File: config.mk
export PLATFORM = sky130hd
export DESIGN_NAME = l3dg_ram
export DESIGN_NICKNAME = d
export VERILOG_FILES = /design/src/rtl/core/l3dg_ram.sv
export SDC_FILE = /design/constraint.sdc
export NUM_CORES = 2
export LEC_CHECK = 0
export BUFFER_PORTS_ARGS = -buffer_cell sky130_fd_sc_hd__clkbuf_2
export CAP_MARGIN = 20
export CORE_MARGIN = 2
export CORE_UTILIZATION = 40
export CTS_BUF_LIST = sky130_fd_sc_hd__clkbuf_16
export DETAILED_ROUTE_END_ITERATION = 8
export PLACE_DENSITY = 0.61
export SYNTH_ARGS = -nofsm -noshare
export SYNTH_HDL_FRONTEND = slang
export SYNTH_SLANG_ARGS = --single-unit
export TNS_END_PERCENT = 5
File: constraint.sdc
create_clock -name clk -period 3.2 [get_ports clk]
set_input_delay 0.16 -clock clk [delete_from_list [all_inputs] [get_ports clk]]
set_output_delay 0.16 -clock clk [all_outputs]
set_load 0.1 [all_outputs]
File: src/rtl/core/l3dg_ram.sv
// Generic single write port, single read port RAM with registered read.
module l3dg_ram #(
  parameter int WIDTH = 16,
  parameter int DEPTH = 256
) (
  input  logic                     clk,
  input  logic                     we,
  input  logic [$clog2(DEPTH)-1:0] waddr,
  input  logic [WIDTH-1:0]         wdata,
  input  logic [$clog2(DEPTH)-1:0] raddr,
  output logic [WIDTH-1:0]         rdata
);

  logic [WIDTH-1:0] mem [DEPTH];
  logic [WIDTH-1:0] rdata_r;

  always_ff @(posedge clk) begin
    if (we) begin
      mem[waddr] <= wdata;
    end
    rdata_r <= mem[raddr];
  end

  assign rdata = rdata_r;

endmodule

==> metrics.txt <==
outcome=finished, final reports clean; syn_nets=7394; hold depth=2; RSZ-0062 raised after global routing=no; first-pass GRT wire length=600.8 mm; number of global-route vias before repair=79500; Worst slew margin=18.22%; Critical Path Start=mem[61][2]; largest area contributor in the netlist=edfxtp_1; WP data required=4.01 ns; worst r2r dst=rdata[2]; Syn Area/Cell=21.56 sq um; internal reg-to-reg setup slack=0.12 ns; # IOs=50; H-tree lvl count=5; Global Route Usage Sum=20.82%; fraction of registers with async set/reset=0%; endpoints failing setup=0; Clock Latency Late Sink=0.96 ns; clock sink total=4112; die width=633.9 microns; DR WL/cell=30.93 microns; # resized after CTS=0; clock-pin slew on the worst setup and hold paths=0.06 ns; router iterations before antenna repair=5; post-synthesis cell count=7360; # DRC=0; most frequent cells in the layout=edfxtp_1 (4096), mux4_2 (797), buf_4 (611), mux2i_1 (565), clkbuf_16 (404); critical path endpoint category=register; routability cong.=0.8848; most common cell after layout, fill and taps aside=edfxtp_1; hpwl dp=261.7 mm; Comb power frac=5.5%; pwr dens=611.1 mW/mm^2; max-slew violations=0; antenna violations before repair=26; Worst path most repeated cell=mux4_2; P_sw=0.02431 W; Cell Chain, Critical Path=mux4_2, mux4_2, a22o_1, o32ai_1, buf_4, nor4_1; root buffer cell=clkbuf_16; Tcrit/Tclk final=96.30%; CP peak stage delay=0.81 ns; Inserted Clock Buffers=399; worst-margin pin slew=1.227 ns; Clk pwr share=41.5%; maxcap violations=0; grt total ovfl=0; final setup TNS=0 ns; Hold Fails Final Rpt=0; yosys synthesis warning count=0; synth top area cells=edfxtp_1 (77%), mux4_2 (11%), mux2i_1 (3.6%); Core ar.=0.3954 sq mm; initial drt markers=9970; Post-DRT Antenna Nets=0; clk_skew=0.05670 ns; Cell Area, Synth=0.1587 sq mm; P&R area growth vs syn=15.78%; crit start category=register; routed wire length=424.1 mm; pin count of the biggest net entering global routing=142; CP Class=register to register; share of layout cells above drive strength 1=27.78%; Seq cells post-synth=4112; # rows=231; Hold Path Class=primary input to register; clock buffer depth=4; I/O Buffers=49; Via density=5.823; Reg2Reg Depth=6; Die Ht=633.9 microns; sw frac=21.65%; Max Fanout on Critical Path=1; Starting Density=40.14%; Most used DFF post-synth=edfxtp_1; P_int=0.08799 W; Max Clk Rate=0.3245 GHz; Final min period=3.081 ns; Critical Path End=rdata[2]; Worst R2R Start=mem[61][2]; die area=0.4018 sq mm; VDD IR max=0.4484 mV; EDFF count, synth=4096; sequential share of power=53.0%; CP max stage cell=o32ai_1; P_leak=58.84 nW; Worst EP arrival=3.89 ns; fill count=32360; Synth cell types=52; sequential fraction of the synthesis area=77.70%; WHS=0.09305 ns; Synth top area share=77.50%; vias=79820; Final nets=8156; CTS tree=done
==> metal layers <==
layer	vias to the layer above	share of wire (%)	track usage, %
met2	3514	49	34.14
met1	42840	40	28.57
li1	32810	-	-
met4	10	3.4	6.386
met3	647	8.0	3.495
met5	-	0.017	0
==> synthesized netlist by cell type, types with 37 or more instances <==
| master | n |
|---|---|
| a21oi_1 | 175 |
| a22oi_1 | 43 |
| buf_2 | 76 |
| buf_6 | 77 |
| clkbuf_1 | 230 |
| edfxtp_1 | 4096 |
| mux2_2 | 88 |
| mux2i_1 | 565 |
| mux4_2 | 797 |
| nand2_1 | 38 |
| nor2_1 | 304 |
| nor3_1 | 92 |
| o21ai_0 | 37 |
| o221ai_1 | 252 |
| o22ai_1 | 148 |
==> cells by family (layout without fill, tap and decap cells) <==
logic type / Yosys count / count (layout) / share of synthesized area (%)
flops: 4112 / 4112 / 77.70
mux: 1450 / 1450 / 15.50
compound gates: 786 / 786 / 3.537
simple gates: 556 / 556 / 1.574
buf+inv: 456 / 1546 / 1.693
other cells: 0 / 16 / 0
==> final cells by class <==
cell class	instances	area, sq um	share of cell area [%]
repair buffers	813	7856	4.275
inverters	4	27.53	0.01498
clock inverters	325	2833	1.542
diodes	16	40.04	0.02179
clock buffers	404	10110	5.502
multi-input cells	2792	33020	17.97
flip-flops and latches	4112	123300	67.11
well taps	5242	6559	3.569
==> metrics by stage <==
| step | cell area, sq um | util (%) | setup WS, ns | cells | power [W] |
|---|---|---|---|---|---|
| after floorplan | 158700 | - | 0.8750 | 7360 | 0.06377 |
| after global placement | 170500 | 43.13 | -0.6471 | 12940 | 0.06675 |
| after detailed placement | 170500 | 43.13 | -0.6171 | 12940 | 0.06685 |
| after CTS | 183700 | 46.46 | 0.07661 | 13690 | 0.1130 |
| after global routing | 183700 | 46.47 | 0.1485 | 13700 | 0.1152 |
| final | 183800 | 46.48 | 0.1185 | 13710 | 0.1123 |
==> critical path: cells and delay by family (launching register included) <==
kind,cells,cell delay [ns]
compound gates,2,1.25
flops,1,0.37
simple gates,1,0.06
mux,2,1.04
buf+inv,1,0.24
==> timing repair <==
| action | CTS | global route |
|---|---|---|
| buffers inserted | 0 | 0 |
| hold endpoints to repair | 2037 | 0 |
| hold buffers | 23 | 0 |
==> worst min path at each step <==
| stage | slack [ns] | to | startpoint |
|---|---|---|---|
| global route | 0.07 | mem[158][10] | wdata[10] |
| detailed placement | 0.42 | mem[158][10] | wdata[10] |
| CTS | 0.02 | mem[121][9] | waddr[5] |
| floorplan | 0.26 | mem[0][0] | wdata[0] |
| global placement | 0.42 | mem[158][10] | wdata[10] |
| finish | 0.09 | mem[157][10] | wdata[10] |
==> flip-flops by register name (all words and copies together) (netlist names) <==
signal,cells
rdata,16
mem,4096
==> power groups by stage <==
stage | Clock (W) | Combinational, W | Sequential, W
after floorplan | 0 | 0.00293 | 0.0608
after global placement | 0 | 0.00610 | 0.0606
after detailed placement | 0 | 0.00620 | 0.0607
after CTS | 0.0472 | 0.00624 | 0.0595
after global routing | 0.0493 | 0.00648 | 0.0595
final | 0.0466 | 0.00621 | 0.0595
(Power assumes the default switching activity.)
