--- src/rtl/core/l3dg_pkg.sv ---
// Shared types and constants for the 3D life generation engine.
package l3dg_pkg;

  localparam int OP_W    = 2;
  localparam int FRAME_W = 8;
  localparam int RATE_W  = 8;
  localparam int BITS_W  = 16;
  localparam int CNT_W   = 5;

  localparam logic [RATE_W-1:0] RATE_RESET = 8'd1;
  localparam logic [CNT_W-1:0]  BORN_CNT   = 5'd3;
  localparam logic [CNT_W-1:0]  KEEP_CNT   = 5'd2;

  // neighbor offset codes along y and z: below, same, above
  localparam logic [1:0] D_LO  = 2'd0;
  localparam logic [1:0] D_MID = 2'd1;
  localparam logic [1:0] D_HI  = 2'd2;

  typedef enum logic [1:0] {
    OP_WRITE = 2'd0,
    OP_READ  = 2'd1,
    OP_TICK  = 2'd2,
    OP_NONE  = 2'd3
  } l3dg_op_t;

  typedef enum logic [2:0] {
    ST_CLEAR,
    ST_IDLE,
    ST_RDATA,
    ST_MOD,
    ST_READ,
    ST_WAIT,
    ST_WRITE
  } l3dg_state_t;

  typedef struct packed {
    logic clear;
    logic acc;
    logic center;
    logic inr;
  } l3dg_lane_ctl_t;

endpackage

--- src/rtl/core/l3dg_lanes.sv ---
// Per-cell neighbor count lanes, fed one neighbor row per cycle while ctl.acc is high, plus the B3/S23 rule.
module l3dg_lanes #(
  parameter int W = 16
) (
  input  logic                     clk,
  input  l3dg_pkg::l3dg_lane_ctl_t ctl,
  input  logic [W-1:0]             data,
  output logic [W-1:0]             next_row
);

  localparam int CW = l3dg_pkg::CNT_W;

  logic [W-1:0]  d, lft, rgt;
  logic [CW-1:0] cnt_r [W];
  logic [W-1:0]  self_r;

  always_comb begin
    d   = ctl.inr ? data : '0;
    lft = d << 1;  // cell x sees cell x-1
    rgt = d >> 1;  // cell x sees cell x+1
  end

  always_ff @(posedge clk) begin
    for (int x = 0; x < W; x++) begin
      if (ctl.clear) begin
        cnt_r[x] <= '0;
      end else if (ctl.acc) begin
        cnt_r[x] <= cnt_r[x] + CW'(lft[x]) + CW'(rgt[x])
                    + (ctl.center ? CW'(0) : CW'(d[x]));
      end
    end
    if (ctl.acc && ctl.center) begin
      self_r <= d;
    end
  end

  always_comb begin
    for (int x = 0; x < W; x++) begin
      next_row[x] = (cnt_r[x] == l3dg_pkg::BORN_CNT) ||
                    (self_r[x] && (cnt_r[x] == l3dg_pkg::KEEP_CNT));
    end
  end

endmodule

--- config.mk ---
export PLATFORM = sky130hd
export DESIGN_NAME = l3dg_lanes
export DESIGN_NICKNAME = d
export VERILOG_FILES = /design/src/rtl/core/l3dg_pkg.sv /design/src/rtl/core/l3dg_lanes.sv
export SDC_FILE = /design/constraint.sdc
export NUM_CORES = 1
export LEC_CHECK = 0
export ABC_AREA = 1
export BUFFER_PORTS_ARGS = -buffer_cell sky130_fd_sc_hd__buf_2
export CORE_MARGIN = 10
export CORE_UTILIZATION = 63
export CTS_BUF_LIST = sky130_fd_sc_hd__clkbuf_8
export DETAILED_ROUTE_END_ITERATION = 7
export PLACE_DENSITY = 0.8
export SYNTH_ARGS = -nofsm -noshare
export SYNTH_HDL_FRONTEND = slang
export SYNTH_SLANG_ARGS = --single-unit
--- constraint.sdc ---
create_clock -name clk -period 2.7 [get_ports clk]
set_clock_uncertainty 0.05 [all_clocks]
set_input_delay 0.27 -clock clk [delete_from_list [all_inputs] [get_ports clk]]
set_output_delay 0.27 -clock clk [all_outputs]
set_load 0.05 [all_outputs]
==> results of run 1 <==
[cells in the final DEF (no fill, tap or decap), drive strengths merged, types with 2 or more instances in the layout]
cell / n
a21oi: 38
buf: 40
bufinv: 2
clkbuf: 9
clkinv: 4
edfxtp: 96
fa: 15
ha: 45
inv: 134
nand2: 74
nand3: 47
nand4: 5
nor2: 94
nor4: 11
o21ai: 42
o21bai: 9
xnor2: 11
[kinds of logic (layout without fill, tap and decap cells)]
logic type               Yosys count  in the layout  synth area share, %
flip-flops                        96             96                 48.5
AND/OR/NAND/NOR                  232            232                 16.7
buffers and inverters            146            190                 10.1
XOR/XNOR                          11             11                 1.62
AO/OA/AOI/OAI                     89             89                 8.51
adder cells (fa/ha/maj)           60             60                 14.5
[path summary, 6_finish.rpt]
kind | start | to | slack, ns | cells past startpoint
setup / recovery | ctl[0] | cnt_r[13][4] | 0.34 | 14
hold / removal | data[15] | self_r[15] | 0.19 | 3
setup reg to reg | cnt_r[13][0] | cnt_r[13][4] | 0.56 | 8
hold reg to reg | cnt_r[3][4] | cnt_r[3][4] | 0.56 | 2
[flip-flops by register name, indices dropped and copies added (netlist names)]
register,count
self_r,16
cnt_r,80
[routing by layer]
layer,track usage (%),share of wire [%],vias to the layer above
met5,0,0,-
met4,5.60,1.1,0
met3,3.77,5.8,14
met2,31.5,49,108
met1,24.0,44,2041
li1,-,-,2153
[power breakdown]
group / leakage, nW / switching [W] / total, W / internal (W)
sequential: 1.02 / 0.0000820 / 0.00185 / 0.00177
clock: 0.106 / 0.000511 / 0.00103 / 0.000514
combinational: 1.91 / 0.000374 / 0.000571 / 0.000197
[metrics by stage]
step / setup slack [ns] / cell area (um2)
after CTS: 0.342 / 6420
final: 0.344 / 6420
after global placement: 0.164 / 6210
after global routing: 0.138 / 6420
after detailed placement: 0.0594 / 6210
after floorplan: 0.201 / 5940
[final cells by class]
cell class                      instances  area [um2]  share of cell area, %
Multi-Input combinational cell        392        2460                   38.4
Clock inverter                          7        86.3                   1.34
Inverter                              134         503                   7.83
Tap cell                              111         139                   2.16
Timing Repair Buffer                   40         223                   3.47
Sequential cell                        96        2880                   44.9
Clock buffer                            9         124                   1.93
[worst reg2reg max path: cells and delay by family (launching register included)]
kind,cells,cell delay [ns]
buf+inv,2,0.16
compound gates,2,0.25
simple gates,1,0.11
flops,1,0.42
fa+ha+maj,3,0.91
==> qor.yml, run 1 <==
yosys:
  synth_area_mm2: 0.00594
  yosysTopAreaCellShare_pct: 48.5
  syn_nets: 715
  ys_ff_latch: 96
  synthArstFlopShare_pct: 0
  ys_seq_area_share_pct: 48.5
  ys_types: 26
  yosysTopAreaCell: "edfxtp_1"
  synthTopCellsByCount: "132 x inv_1, 96 x edfxtp_1, 93 x nor2_1"
  synth_cells: 634
  synthFlopType: "edfxtp_1"
  synth_area_leaders: "edfxtp_1 49%, ha_1 9.5%, inv_1 8.3%"
  synth-edff-count: 96
  yosysWarnings: 0
  syn_avg_cell_area_um2: 9.37
  synth.most_common_cell: "inv_1"
grt:
  gr-usage-all-layers_pct: 18.7
  first_global_vias: 4529
  gr-total-overflow: 0
  antenna_found_initial: 0
  grt_pass1_wl_um: 20600
  grt_max_degree: 81
placement:
  place_hpwl_um: 8210
  gp_congestion: 0.845
  dp_cells: 773
  io_buffer_count: 36
power_and_ir_drop:
  finalPower_w: 0.00345
  p_per_area_mw_per_mm2: 537
  peakVddDrop_mv: 0.262
  p_leak_nw: 3.04
timing:
  relSlewSlack_pct: 45.7
  finalSetupViolations: 0
  max_freq_ghz: 0.424
  max_slew.worst_pin.slew_ns: 0.814
  hold_violations: 0
  fin_hold_ws_ns: 0.190
  fin_crit_sh_pct: 87.3
  rsz0062_at_grt: "no"
  report.final.slew_viol_count: 0
  tns_ns: 0
  fin_crit_ns: 2.36
routing:
  wire_per_inst_um: 14.7
  drt_iter0_drc: 256
  drt-vias-per-instance: 5.47
  wl_um: 11600
  vias: 4316
  drt_first_pass_iters: 4
  drc: 0
  postRouteAntennaNets: 0
setup_path:
  cp_max_fo: 12
  crit_path_frequent_cell: "inv_1"
  path_cells: "buf_2 -> buf_4 -> nand2_1 -> nand2_1 -> o21ai_0 -> inv_1 -> ha_1 -> ha_1 -> inv_1 -> fa_1 -> inv_1 -> nand3_1 -> o21ai_0 -> a21oi_1"
  critPathMaxStageDelay_ns: 0.43
  path_buf_inv: 5
  worst_setup_path_end_kind: "flip-flop"
  arrival_ns: 2.42
  critPathKind: "in2reg"
  cpMaxStageDelayCell: "fa_1"
  crit_required_ns: 2.76
  start_kind: "input pin"
  crit_family: "adder cells"
floorplan:
  ioPinCount: 37
  rows: 35
  die_w_um: 117
  die-area_mm2: 0.0137
  start_util_pct: 64.6
  coreArea_mm2: 0.00920
  die_y_um: 117
run_status:
  status: "finished clean"
clock_network:
  cts_root_buffer: "clkbuf_8"
  htreeDepth: 3
  cts_setup_buffers: 0
  cts_tree: "done"
  path_clk_slew_ns: 0.10
  clock_latency_ns: 0.36
  cts_hold_buf: 0
  cts.path.max_buffers: 2
  cts-resized-gates: 0
  cts.sinks: 96
  cts_made_buffers: 9
cells_and_area:
  fillers: 700
  diodes: 0
  final_util_pct: 69.8
  fin_cells: 789
  area_growth_pct: 8.15
  drive_above_1_share_pct: 10.8
  fin_nets: 754
run:
  drv_cap: 0
worst_hold_path:
  hold_class: "in2reg"
(Power assumes the default switching activity.)
==> run 2, diff against run 1 <==
Settings changed: MAX_ROUTING_LAYER from default to met4, RECOVER_POWER from default to 100.
==> qor.yml, run 2 (same netlist as run 1, synthesis figures left out) <==
run_status:
  status: "finished, violations left"
  violations: "capacitance limit, slew limit"
cells_and_area:
  fin_cells: 789  # unchanged
  diodes: 0  # unchanged
  drive_above_1_share_pct: 6.78  # -4.0 points
  area_growth_pct: 6.93
  largest-register: "cnt_r"
  layout_commonest_cell: "inv_1"
  reg.largest.list: "cnt_r: 80 flops, self_r: 16 flops"
  largest_reg_flops: 80  # unchanged
  fillers: 722  # +3.1%
  final_cell_mix: "132 x inv_1, 96 x edfxtp_1, 93 x nor2_1"
  fin_nets: 754  # unchanged
clock_network:
  clock_latency_ns: 0.36  # about the same
  cts_tree: "done"
  cts_hold_buf: 0  # unchanged
  cts.path.max_buffers: 2  # unchanged
  cts-resized-gates: 0  # unchanged
  path_clk_slew_ns: 0.09  # about the same
  cts_root_buffer: "clkbuf_8"
  htreeDepth: 3  # unchanged
  cts_made_buffers: 9  # unchanged
  cts.sinks: 96  # unchanged
  cts_setup_buffers: 0  # unchanged
timing:
  relSlewSlack_pct: -36.6  # -82 points
  report.final.slew_viol_count: 81  # +81
  tns_ns: 0  # unchanged
  fin_crit_ns: 2.31  # -0.0468 ns
  max_freq_ghz: 0.433  # +2.0%
  hold_violations: 0  # unchanged
  finalSetupViolations: 0  # unchanged
  rsz0062_at_grt: "no"
  max_slew.worst_pin.slew_ns: 2.05  # +1.23 ns
  fin_crit_sh_pct: 85.5  # -1.7 points
floorplan:
  die-area_mm2: 0.0137  # unchanged
  die_w_um: 117  # unchanged
  start_util_pct: 64.6  # unchanged
  ioPinCount: 37  # unchanged
  coreArea_mm2: 0.00920  # unchanged
  die_y_um: 117  # unchanged
  rows: 35  # unchanged
placement:
  gp_congestion: 0.859  # +1.6%
  place_hpwl_um: 8210  # unchanged
  dp_cells: 773  # unchanged
  io_buffer_count: 36  # unchanged
routing:
  vias: 4295  # -0.49%
  drt_iter0_drc: 282  # +10%
  drt_first_pass_iters: 5  # +1
  drt-vias-per-instance: 5.44  # -0.49%
  drc: 0  # unchanged
  wl_um: 11600  # +0.28%
  postRouteAntennaNets: 0  # unchanged
  wire_per_inst_um: 14.7  # +0.28%
power_and_ir_drop:
  p_per_area_mw_per_mm2: 541  # +0.75%
  comb_power_share_pct: 16.2  # -0.4 points
  finalPower_w: 0.00344  # -0.38%
  sequentialPowerShare_pct: 54.0  # +0.3 points
  power.switching_w: 0.000961  # -0.65%
  p_sw_share_pct: 28.0  # -0.076 points
  pwr-share-clk_pct: 29.8  # about the same
  internal_power_w: 0.00248  # -0.28%
  p_leak_nw: 2.95  # -3.0%
  peakVddDrop_mv: 0.263  # about the same
setup_path:
  worst_setup_path_end_kind: "flip-flop"
  crit_path_frequent_cell: "inv_1"
  critPathMaxStageDelay_ns: 0.42  # about the same
  path_cells: "buf_2 -> buf_4 -> nand2_1 -> nand2_1 -> o21ai_0 -> inv_1 -> ha_1 -> ha_1 -> inv_1 -> fa_1 -> inv_1 -> nand3_1 -> o21ai_0 -> a21oi_1"
  crit_required_ns: 2.76  # about the same
  cp_max_fo: 12  # unchanged
  start_kind: "input pin"
  arrival_ns: 2.37  # -0.05 ns
  critPathKind: "in2reg"
  cpMaxStageDelayCell: "fa_1"
grt:
  first_global_vias: 4540  # +0.24%
  grt_max_degree: 81  # unchanged
  antenna_found_initial: 0  # unchanged
  gr-total-overflow: 0  # unchanged
  grt_pass1_wl_um: 20600  # about the same
  gr-usage-all-layers_pct: 19.3  # +0.51 points
worst_hold_path:
  hold_class: "in2reg"
run:
  drv_cap: 1  # +1
## run 2: worst paths after layout
path	start	endpoint	slack (ns)	cells past startpoint
max	ctl[0]	cnt_r[13][4]	0.39	14
min	data[3]	self_r[3]	0.23	3
max reg2reg	cnt_r[13][0]	cnt_r[13][4]	0.59	8
min reg2reg	cnt_r[3][4]	cnt_r[3][4]	0.56	2
## run 2: routing by layer
layer  share of wire [%]  up-vias  track usage, %
li1                    -     2152               -
met1                  45     2033            24.1
met2                  49       90            31.5
met3                 4.6       20            3.47
met4                 1.7        0            5.60
met5                   0        -               -
## run 2: power groups by stage
stage | clock network [W] | logic, W | registers, W
finish | 0.00102 | 0.000556 | 0.00186
global route | 0.00110 | 0.000656 | 0.00187
CTS | 0.00103 | 0.000577 | 0.00185
detailed placement | 0 | 0.000569 | 0.00188
global placement | 0 | 0.000539 | 0.00188
floorplan | 0 | 0.000435 | 0.00187
## run 2: through the flow
stage | area [um2] | util [%] | setup slack, ns | hold slack [ns]
after floorplan | 5940 | - | 0.201 | 0.401
after global placement | 6210 | 67.6 | 0.164 | 0.531
after detailed placement | 6210 | 67.6 | 0.0594 | 0.539
after CTS | 6420 | 69.8 | 0.342 | 0.180
after global routing | 6350 | 69.0 | 0.179 | 0.240
final | 6350 | 69.0 | 0.391 | 0.230
## run 2: worst max-delay path, delay by kind of cell
family | cells | cell delay, ns
adders and majority gates | 3 | 0.87
buffers and inverters | 5 | 0.58
AOI/OAI and AO/OA | 3 | 0.33
and+or+nand+nor | 3 | 0.32
## run 2: layout make-up
| type | instances | area, um2 | area share, % |
|---|---|---|---|
| multi-input cells | 392 | 2430 | 38.3 |
| flip-flops and latches | 96 | 2880 | 45.4 |
| well taps | 111 | 139 | 2.19 |
| repair buffers | 40 | 181 | 2.86 |
| clock buffers | 9 | 124 | 1.95 |
| inverters | 134 | 503 | 7.92 |
| clock inverters | 7 | 86.3 | 1.36 |
