**src/rtl/core/l3dg_pkg.sv**
```systemverilog
// Shared types and constants for the 3D life generation engine.
package l3dg_pkg;

  localparam int OP_W    = 2;
  localparam int FRAME_W = 8;
  localparam int RATE_W  = 8;
  localparam int BITS_W  = 16;
  localparam int CNT_W   = 5;

  localparam logic [RATE_W-1:0] RATE_RESET = 8'd1;
  localparam logic [CNT_W-1:0]  BORN_CNT   = 5'd3;
  localparam logic [CNT_W-1:0]  KEEP_CNT   = 5'd2;

  // neighbor offset codes along y and z: below, same, above
  localparam logic [1:0] D_LO  = 2'd0;
  localparam logic [1:0] D_MID = 2'd1;
  localparam logic [1:0] D_HI  = 2'd2;

  typedef enum logic [1:0] {
    OP_WRITE = 2'd0,
    OP_READ  = 2'd1,
    OP_TICK  = 2'd2,
    OP_NONE  = 2'd3
  } l3dg_op_t;

  typedef enum logic [2:0] {
    ST_CLEAR,
    ST_IDLE,
    ST_RDATA,
    ST_MOD,
    ST_READ,
    ST_WAIT,
    ST_WRITE
  } l3dg_state_t;

  typedef struct packed {
    logic clear;
    logic acc;
    logic center;
    logic inr;
  } l3dg_lane_ctl_t;

endpackage

```
**src/rtl/core/l3dg_rem.sv**
```systemverilog
// Bit-serial remainder unit: frame modulo update rate, one bit per cycle.
module l3dg_rem (
  input  logic                         clk,
  input  logic                         rst_n,
  input  logic                         start,
  input  logic [l3dg_pkg::FRAME_W-1:0] dividend,
  input  logic [l3dg_pkg::RATE_W-1:0]  divisor,
  output logic                         done,
  output logic                         zero
);

  localparam int W = l3dg_pkg::FRAME_W;

  logic         run_r, done_r;
  logic [2:0]   cnt_r;
  logic [W-1:0] rem_r, dvd_r, div_r;
  logic [W:0]   trial;
  logic         ge;
  logic [W-1:0] step_rem;

  always_comb begin
    trial    = {rem_r, dvd_r[W-1]};
    ge       = trial >= {1'b0, div_r};
    step_rem = ge ? W'(trial - {1'b0, div_r}) : trial[W-1:0];
  end

  always_ff @(posedge clk) begin
    if (!rst_n) begin
      run_r  <= 1'b0;
      done_r <= 1'b0;
      cnt_r  <= '0;
    end else begin
      done_r <= 1'b0;
      if (start) begin
        run_r <= 1'b1;
        cnt_r <= '0;
      end else if (run_r) begin
        cnt_r <= cnt_r + 3'd1;
        if (cnt_r == 3'd7) begin
          run_r  <= 1'b0;
          done_r <= 1'b1;
        end
      end
    end
  end

  always_ff @(posedge clk) begin
    if (start) begin
      rem_r <= '0;
      dvd_r <= dividend;
      div_r <= divisor;
    end else if (run_r) begin
      rem_r <= step_rem;
      dvd_r <= dvd_r << 1;
    end
  end

  assign done = done_r;
  assign zero = (rem_r == '0);

endmodule

```
**config.mk**
```make
export PLATFORM = sky130hd
export DESIGN_NAME = l3dg_rem
export DESIGN_NICKNAME = d
export VERILOG_FILES = /design/src/rtl/core/l3dg_pkg.sv /design/src/rtl/core/l3dg_rem.sv
export SDC_FILE = /design/constraint.sdc
export NUM_CORES = 1
export LEC_CHECK = 0
export BUFFER_PORTS_ARGS = -buffer_cell sky130_fd_sc_hd__buf_2
export CAP_MARGIN = 5
export CELL_PAD_IN_SITES_DETAIL_PLACEMENT = 0
export CELL_PAD_IN_SITES_GLOBAL_PLACEMENT = 1
export CORE_ASPECT_RATIO = 1.4
export CORE_MARGIN = 3
export CORE_UTILIZATION = 45
export DETAILED_ROUTE_END_ITERATION = 8
export GPL_TIMING_DRIVEN = 0
export MAX_ROUTING_LAYER = met4
export PLACE_DENSITY = 0.78
export RECOVER_POWER = 50
export SKIP_LAST_GASP = 1
export SLEW_MARGIN = 20
export SYNTH_ARGS = -nofsm -noshare
export SYNTH_HDL_FRONTEND = slang
export SYNTH_SLANG_ARGS = --single-unit
```
**constraint.sdc**
```tcl
create_clock -name clk -period 2.05 [get_ports clk]
set_input_delay 0 -clock clk [delete_from_list [all_inputs] [get_ports clk]]
set_output_delay 0 -clock clk [all_outputs]
set_load 0.03 [all_outputs]
```
==> results of run 1 <==
[flip-flops by register name, indices dropped and copies added (netlist names)]
register	count
rem_r	8
dvd_r	8
cnt_r	3
run_r	1
div_r	8
done	1
[critical path, stage by stage (launching register included)]
cell,delay (ns)
edfxtp_1,0.35
inv_1,0.05
ha_1,0.25
fa_2,0.37
nand2b_1,0.18
a21oi_2,0.17
mux2i_1,0.22
a211o_1,0.14
nand2_1,0.04
[how the worst max path moves through the flow]
stage                         from        to  slack (ns)  depth (start not counted)
after floorplan           dvd_r[7]  rem_r[6]        0.30                          8
after global placement    dvd_r[7]  rem_r[6]        0.06                          8
after detailed placement  dvd_r[7]  rem_r[6]        0.07                          8
after CTS                 dvd_r[7]  rem_r[6]        0.06                          8
after global routing      dvd_r[7]  rem_r[6]        0.02                          8
final                     dvd_r[7]  rem_r[6]        0.16                          8
[cells by family (layout without fill, tap and decap cells)]
group                    count (synthesis)  after routing  synth area share, %
AND/OR/NAND/NOR                         45             45                 15.6
flip-flops                              29             29                 46.7
AO/OA/AOI/OAI                           27             27                 13.7
buffers and inverters                   14             51                 3.31
multiplexers                            13             13                 8.75
adder cells (fa/ha/maj)                 11             11                 9.15
XOR/XNOR                                 5              5                 2.76
[layer usage]
metal	part of all wire, %	GRT usage [%]	vias up
met5	0	-	-
met4	2.8	8.08	0
met3	3.0	3.73	8
li1	-	-	599
met1	41	18.0	549
met2	53	26.8	24
[power groups by stage]
stage / Combinational (mW) / Clock, mW / Sequential (mW)
after global routing: 0.305 / 0.632 / 0.681
final: 0.271 / 0.597 / 0.676
after detailed placement: 0.252 / 0 / 0.688
after global placement: 0.249 / 0 / 0.687
after floorplan: 0.190 / 0 / 0.682
after CTS: 0.269 / 0.614 / 0.676
[synthesized netlist by cell type, drive strengths merged (2+ instances only)]
cell type  instances
a21oi              6
a311oi             3
a32oi              2
and2               2
clkbuf             2
dfxtp             13
edfxtp            16
ha                10
inv               12
mux2               7
mux2i              6
nand2             10
nand2b             4
nand3              4
nand3b             2
nor2              10
nor2b              6
nor3               2
o21a               3
o21ai              5
or4                2
xnor2              3
xor2               2
[metrics by stage]
| step | worst slack (ns) | hold slack (ns) | cells | power, mW |
|---|---|---|---|---|
| 6_report | 0.162 | 0.0225 | 220 | 1.54 |
| 4_1_cts | 0.0643 | 0.00835 | 220 | 1.56 |
| 2_1_floorplan | 0.304 | 0.0989 | 144 | 0.872 |
| 3_3_place_gp | 0.0615 | 0.176 | 203 | 0.936 |
| 5_1_grt | 0.0244 | 0.0175 | 220 | 1.62 |
| 3_5_place_dp | 0.0671 | 0.179 | 203 | 0.939 |
[final cells by class]
class / count / area share [%]
sequential: 29 / 38.1
multi-input combinational: 101 / 41.1
clock buffer: 7 / 4.44
tap: 39 / 2.51
inverter: 12 / 2.32
clock inverter: 1 / 1.54
timing repair buffer: 29 / 9.65
buffer: 2 / 0.386
[repair_timing]
| action | in CTS | in global routing |
|---|---|---|
| endpoints found under the hold margin | 10 | 0 |
| hold buffers | 9 | 0 |
| setup endpoints to repair | 0 | 2 |
| gates resized for setup | 0 | 2 |
==> flow_summary.json, run 1 <==
{
  "cp_max_fo": 4,
  "dp_hpwl_um": 2250,
  "power.density_nw_per_um2": 793,
  "seqCellArea_um2": 741,
  "vias": 1180,
  "timing.rr.start": "dvd_r[7]",
  "seq_area_frac_synth_pct": 46.7,
  "worstPathArrival_ns": 2.05,
  "final_cell_mix": "buf_2, edfxtp_1, dfxtp_1, inv_1",
  "holdPathStages": 2,
  "yosys.area.top_type": "edfxtp_1",
  "rsz0062_at_grt": "false",
  "path_clk_slew_ns": 0.06,
  "coreArea_um2": 3240,
  "ioPinCount": 21,
  "tightest_slew_ns": 0.653,
  "cts_buffer_depth": 2,
  "dieArea_um2": 4280,
  "n_fill_cell": 273,
  "die_w_um": 56.2,
  "syn_avg_cell_area_um2": 11.0,
  "die_y_um": 76.3,
  "syn-cell-area_um2": 1590,
  "ys.flop_type": "edfxtp_1",
  "start_util_pct": 48.9,
  "synth_top_area_share_pct": 30.3,
  "finalSetupViolations": 0,
  "grt-ovfl-total": 0,
  "syn-num-nets": 174,
  "first_global_vias": 1175,
  "numPortBuffers": 20,
  "cts_setup_buffers": 0,
  "grt_max_degree": 15,
  "nNetsFinal": 210,
  "end_kind": "flip-flop",
  "crit_type": "flip-flop to flip-flop",
  "peakVddDrop_v": 0.000656,
  "cts_root_buf": "clkbuf_8",
  "worstRegToRegCells": 8,
  "cts_tree": "yes",
  "clk_latency_ns": 0.27,
  "min_period_ns": 1.89,
  "drcViolationCount": 0,
  "synth_async_sr_flop_share_pct": 0,
  "yosysWarnings": 0,
  "clock.fmax_mhz": 530,
  "layout_commonest_cell": "buf_2",
  "leakage_nw": 0.806,
  "dr.pass1.iters": 4,
  "grt_usage_pct": 16.2,
  "viasPerCell": 5.36,
  "fin_util_pct": 60.0,
  "min_period_over_period_pct": 92.1,
  "worstPathRequired_ns": 2.21,
  "tns_ns": 0,
  "numCtsBuffers": 5,
  "synth-edff-count": 16,
  "p_seq_share_pct": 43.8,
  "cts_sinks": 29,
  "area_growth_pct": 22.6,
  "final_area_um2": 1950,
  "clock_skew_ns": 0.00627,
  "slew_headroom_pct": 56.5,
  "grt_first_pass_wirelength_um": 5320,
  "whs_endpoint": "dvd_r[0]",
  "power.switching_uw": 366,
  "first_iter_violations": 34,
  "h-tree-depth": 2,
  "antenna_found_initial": 0,
  "maxCapViolCount": 0,
  "finalHoldViolations": 0,
  "swShare_pct": 23.7,
  "detail_route.wl_per_cell_um": 13.9,
  "place_area_um2": 1740,
  "holdCritPathClass": "primary input to flip-flop",
  "syn_inst": 144,
  "p_int_mw": 1.18,
  "ant_nets": 0,
  "startpoint_type": "flip-flop",
  "pwr-share-clk_pct": 38.7,
  "ys_top_cells_by_area": "edfxtp_1, dfxtp_1, ha_1",
  "rows": 24,
  "multi_input_area_um2": 800,
  "finalMaxSlewViolations": 0,
  "antenna_cells": 0,
  "drive_above_1_share_pct": 22.7,
  "combinationalPowerShare_pct": 17.5,
  "ff2ff_setup_slack_ns": 0.16,
  "synth-seq-cells": 29,
  "yosysUniqueCellTypes": 39,
  "status": "complete, no violations",
  "holdCritStartpoint": "dividend[0]",
  "routed_wl_um": 3050,
  "r2r_end": "rem_r[6]",
  "gp_congestion": 0.762
}
No activity file was read; power rests on OpenSTA's default activity.
==> run 2: changes to the inputs <==
- CORE_UTILIZATION: 45 -> 35
- PLACE_DENSITY: 0.78 -> 0.63
==> run 2 against run 1 <==
Compared with the run above:
- largest cell class unchanged
- sequential power is essentially flat
- total power shrank 10%
- sequential share of layout area is the same
- register-to-register slack is essentially flat
- sequential cell count is the same
- critical endpoint unchanged
- die area grew 26%
- global-route usage shrank 2.9 points
- wire length grew 2.3%
- worst setup slack lost 0.0013 ns
- largest power group unchanged
==> flow_summary.json, run 2 (synthesis gave the netlist of run 1 again) <==
{
  "met1Wirelength_um": 1370,
  "ff2ff_setup_slack_ns": 0.16,
  "slew_headroom_pct": 54.0,
  "holdCritStartpoint": "dividend[0]",
  "first_iter_violations": 54,
  "clock.fmax_mhz": 529,
  "cts_sinks": 29,
  "detail_route.wl_per_cell_um": 12.9,
  "ant_nets": 0,
  "first_global_vias": 1226,
  "maxCapViolCount": 0,
  "crit_start": "dvd_r[7]",
  "met3WireLength_um": 83,
  "ioPinCount": 21,
  "cts_buffer_depth": 2,
  "peakVddDrop_v": 0.000500,
  "drive_above_1_share_pct": 22.7,
  "top_regs": "div_r x8, dvd_r x8, rem_r x8",
  "path_clk_slew_ns": 0.06,
  "numCtsBuffers": 5,
  "viasPerCell": 4.88,
  "rsz0062_at_grt": "false",
  "grt_first_pass_wirelength_um": 5490,
  "area_growth_pct": 22.6,
  "antenna_cells": 0,
  "cts_root_buf": "clkbuf_8",
  "die_w_um": 62.9,
  "nNetsFinal": 210,
  "h-tree-depth": 2,
  "worstPathArrival_ns": 2.06,
  "routed_wl_um": 3120,
  "leakage_nw": 0.797,
  "worstPathRequired_ns": 2.22,
  "grt_usage_pct": 13.3,
  "layout_commonest_cell": "buf_2",
  "tightest_slew_ns": 0.690,
  "rows": 28,
  "grt_max_degree": 15,
  "stdcell_count": 241,
  "start_util_pct": 36.8,
  "finalMaxSlewViolations": 0,
  "coreArea_um2": 4310,
  "cp_max_fo": 4,
  "top_layer": "met4",
  "dr.pass1.iters": 4,
  "min_period_ns": 1.89,
  "dp_hpwl_um": 2360,
  "tns_ns": 0,
  "clk_latency_ns": 0.27,
  "vias": 1177,
  "cts_setup_buffers": 0,
  "n_fill_cell": 418,
  "grt-ovfl-total": 0,
  "die_y_um": 85.7,
  "dieArea_um2": 5390,
  "dp.cells": 224,
  "drcViolationCount": 0,
  "end_kind": "flip-flop",
  "gp_congestion": 0.763,
  "antenna_found_initial": 0,
  "status": "complete, no violations",
  "finalSetupViolations": 0,
  "wl_met2_um": 1600,
  "startpoint_type": "flip-flop",
  "timing.rr.start": "dvd_r[7]",
  "power.density_nw_per_um2": 712,
  "finalHoldViolations": 0,
  "cts_tree": "yes",
  "min_period_over_period_pct": 92.1,
  "power_mw": 1.39,
  "final_cell_mix": "buf_2, edfxtp_1, dfxtp_1, inv_1",
  "numPortBuffers": 20,
  "holdCritPathClass": "primary input to flip-flop",
  "clock_skew_ns": 0.00128,
  "crit_type": "flip-flop to flip-flop"
}
==> run 2: layout make-up <==
class / instances / area, um^2 / share of cell area (%)
Clock buffer: 5 / 68.8 / 3.54
Sequential cell: 29 / 741 / 38.1
Timing Repair Buffer: 29 / 188 / 9.65
Tap cell: 60 / 75.1 / 3.86
Inverter: 12 / 45.0 / 2.32
Multi-Input combinational cell: 101 / 808 / 41.5
Clock inverter: 3 / 12.5 / 0.643
Buffer: 2 / 7.51 / 0.386
==> run 2: per-stage QoR <==
stage                     hold slack [ns]  instance area [um^2]  setup WS [ns]  util [%]
after floorplan                    0.0989                  1590          0.304         -
after global placement              0.176                  1760         0.0475      40.9
final                              0.0126                  1950          0.161      45.2
after global routing               0.0180                  1950       0.000949      45.2
after CTS                         0.00512                  1930         0.0451      44.9
after detailed placement            0.178                  1760         0.0515      40.9
==> run 2: path summary, 6_finish.rpt <==
| kind | depth (start not counted) | to |
|---|---|---|
| min | 2 | dvd_r[0] |
| max | 8 | rem_r[6] |
| min reg2reg | 2 | rem_r[3] |
| max reg2reg | 8 | rem_r[6] |
==> run 2: timing repair <==
item                                    CTS  global route
endpoints found under the hold margin    10             0
endpoints found under the setup margin    0             2
hold buffers                              9             0
gates resized for setup                   0             3
==> run 2: layer usage <==
metal	track usage [%]	vias to the layer above
li1	-	601
met1	14.8	551
met2	22.8	19
met3	2.75	6
met4	6.02	0
met5	-	-
==> run 2: critical path, cell delays in order, from the launching register on <==
cell,delay [ns]
edfxtp_1,0.34
inv_1,0.05
ha_1,0.23
fa_1,0.41
nand2b_4,0.17
a21oi_2,0.17
mux2i_1,0.22
a211o_1,0.14
nand2_1,0.04
==> run 2: where the power goes <==
group | leakage (nW) | switching, mW | internal, mW | total (mW)
combinational | 0.489 | 0.150 | 0.126 | 0.277
sequential | 0.265 | 0.0170 | 0.657 | 0.674
clock | 0.0430 | 0.207 | 0.228 | 0.435
==> run 3: changes to the inputs <==
- clock period: 2.05 -> 1.95 ns (I/O delays scaled with it)
==> run 3 against run 2 <==
Compared with the run above:
- combinational power rose by 8.3%
- clock power rose by 5.1%
- global-route usage rose by 0.14 points
- clock skew rose by 0.00090 ns
- sequential cell count did not move
- final area rose by 1.0%
- utilization rose by 0.46 points
- via count fell by 0.42%
- final cell count did not move
- critical path type unchanged
- critical endpoint is now rem_r[2]
- highest routed layer unchanged
==> flow_summary.json, run 3 (synthesis gave the netlist of run 1 again) <==
{
  "status": "complete, no violations",
  "preCtsSetupSlack_ns": -0.0485,
  "clock_skew_ns": 0.00217,
  "cts_sinks": 29,
  "final_cell_mix": "buf_2, edfxtp_1, dfxtp_1, inv_1",
  "place_area_um2": 1760,
  "ant_nets": 0,
  "grt_max_degree": 15,
  "antenna_found_initial": 0,
  "holdPathStages": 2,
  "routed_wl_um": 3120,
  "grt-ovfl-total": 0,
  "timing.rr.start": "div_r[2]",
  "leakage_nw": 0.792,
  "grt_usage_pct": 13.4,
  "detail_route.wl_per_cell_um": 13.0,
  "ioPinCount": 21,
  "tightest_slew_ns": 0.692,
  "nNetsFinal": 210,
  "vias": 1172,
  "max_stage_delay_ns": 0.41,
  "cts_buffer_depth": 2,
  "finalMaxSlewViolations": 0,
  "h-tree-depth": 2,
  "min_period_ns": 1.85,
  "maxCapViolCount": 0,
  "numPortBuffers": 20,
  "cts_setup_buffers": 0,
  "peakVddDrop_v": 0.000526,
  "rows": 28,
  "clock.fmax_mhz": 539,
  "cts_root_buf": "clkbuf_8",
  "grt_first_pass_wirelength_um": 5550,
  "clk_latency_ns": 0.27,
  "die_w_um": 62.9,
  "top_regs": "div_r x8, dvd_r x8, rem_r x8",
  "finalSetupViolations": 0,
  "power.density_nw_per_um2": 746,
  "antenna_cells": 0,
  "path_clk_slew_ns": 0.06,
  "cts_tree": "yes",
  "worst_slack_ns": 0.0959,
  "crit_type": "flip-flop to flip-flop",
  "holdCritPathClass": "primary input to flip-flop",
  "multi_input_area_um2": 828,
  "finalHoldViolations": 0,
  "cp_slowest_cell": "ha_2",
  "worstRegToRegCells": 7,
  "die_y_um": 85.7,
  "startpoint_type": "flip-flop",
  "drcViolationCount": 0,
  "power_mw": 1.47,
  "whs_endpoint": "dvd_r[0]",
  "crit_chain": "inv_1, ha_2, nand2_1, o21a_1, o21ai_4, mux2i_1, a211oi_2",
  "worstPathArrival_ns": 1.99,
  "slew_headroom_pct": 53.9,
  "path_delay_family": "compound AO/OA/AOI/OAI gates",
  "area_growth_pct": 23.9,
  "coreArea_um2": 4310,
  "first_global_vias": 1232,
  "end_kind": "flip-flop",
  "layout_commonest_cell": "buf_2",
  "dr.pass1.iters": 4,
  "worstPathRequired_ns": 2.09,
  "drive_above_1_share_pct": 24.9,
  "dieArea_um2": 5390,
  "gp_congestion": 0.763,
  "fin_util_pct": 45.6,
  "ff2ff_setup_slack_ns": 0.1,
  "crit_buf_inv": 1,
  "cp_max_fo": 6,
  "first_iter_violations": 54,
  "viasPerCell": 4.86,
  "dp_hpwl_um": 2360,
  "n_fill_cell": 418,
  "holdCritStartpoint": "dividend[0]",
  "start_util_pct": 36.8,
  "seqCellArea_um2": 741,
  "final_area_um2": 1970,
  "numCtsBuffers": 5,
  "r2r_end": "rem_r[2]",
  "min_period_over_period_pct": 95.1
}
[run 3: cell counts in the layout (fill, tap and decap cells not counted)]
No cell type changed its count.
[run 3: layout make-up]
type                    instances  share of cell area (%)
well taps                      60                    3.82
flip-flops and latches         29                    37.7
plain buffers                   2                   0.382
clock inverters                 3                   0.637
inverters                      12                    2.29
clock buffers                   5                    3.50
multi-input cells             101                    42.1
repair buffers                 29                    9.55
[run 3: how the worst max path moves through the flow]
stage	slack (ns)	cells after the start	to	start
floorplan	0.20	8	rem_r[6]	dvd_r[7]
global placement	-0.05	8	rem_r[6]	dvd_r[7]
detailed placement	-0.05	8	rem_r[6]	dvd_r[7]
CTS	0.02	8	rem_r[6]	dvd_r[7]
global route	-0.00003	7	rem_r[4]	div_r[2]
finish	0.1	7	rem_r[2]	div_r[2]
[run 3: through the flow]
| step | hold slack [ns] | TNS, ns | std cells |
|---|---|---|---|
| 2_1_floorplan | 0.0989 | 0 | 144 |
| 3_3_place_gp | 0.176 | -0.0525 | 224 |
| 3_5_place_dp | 0.178 | -0.0485 | 224 |
| 4_1_cts | 0.00512 | 0 | 241 |
| 5_1_grt | 0.0180 | -0.0000264 | 241 |
| 6_report | 0.0131 | 0 | 241 |
[run 3: power breakdown]
part	leakage [nW]	total (mW)	switching [mW]	internal, mW
Clock	0.0430	0.457	0.217	0.239
Combinational	0.483	0.300	0.162	0.138
Sequential	0.265	0.710	0.0185	0.691
[run 3: worst reg2reg max path, stage by stage, from the launching register on]
cell	delay [ns]
edfxtp_1	0.32
inv_1	0.05
ha_2	0.41
nand2_1	0.08
o21a_1	0.23
o21ai_4	0.28
mux2i_1	0.26
a211oi_2	0.08
[run 3: timing repair]
action | 4_1_cts | 5_1_grt
hold endpoints to repair | 10 | 0
setup endpoints to repair | 1 | 5
resized for setup | 2 | 6
hold buffers | 9 | 0
pin swaps | 1 | 0
[run 3: metal layers]
layer | vias up | share of wire (%) | track usage, %
li1 | 602 | - | -
met1 | 547 | 44 | 14.8
met2 | 16 | 51 | 23.2
met3 | 7 | 2.5 | 2.75
met4 | 0 | 2.1 | 6.02
met5 | - | 0 | -
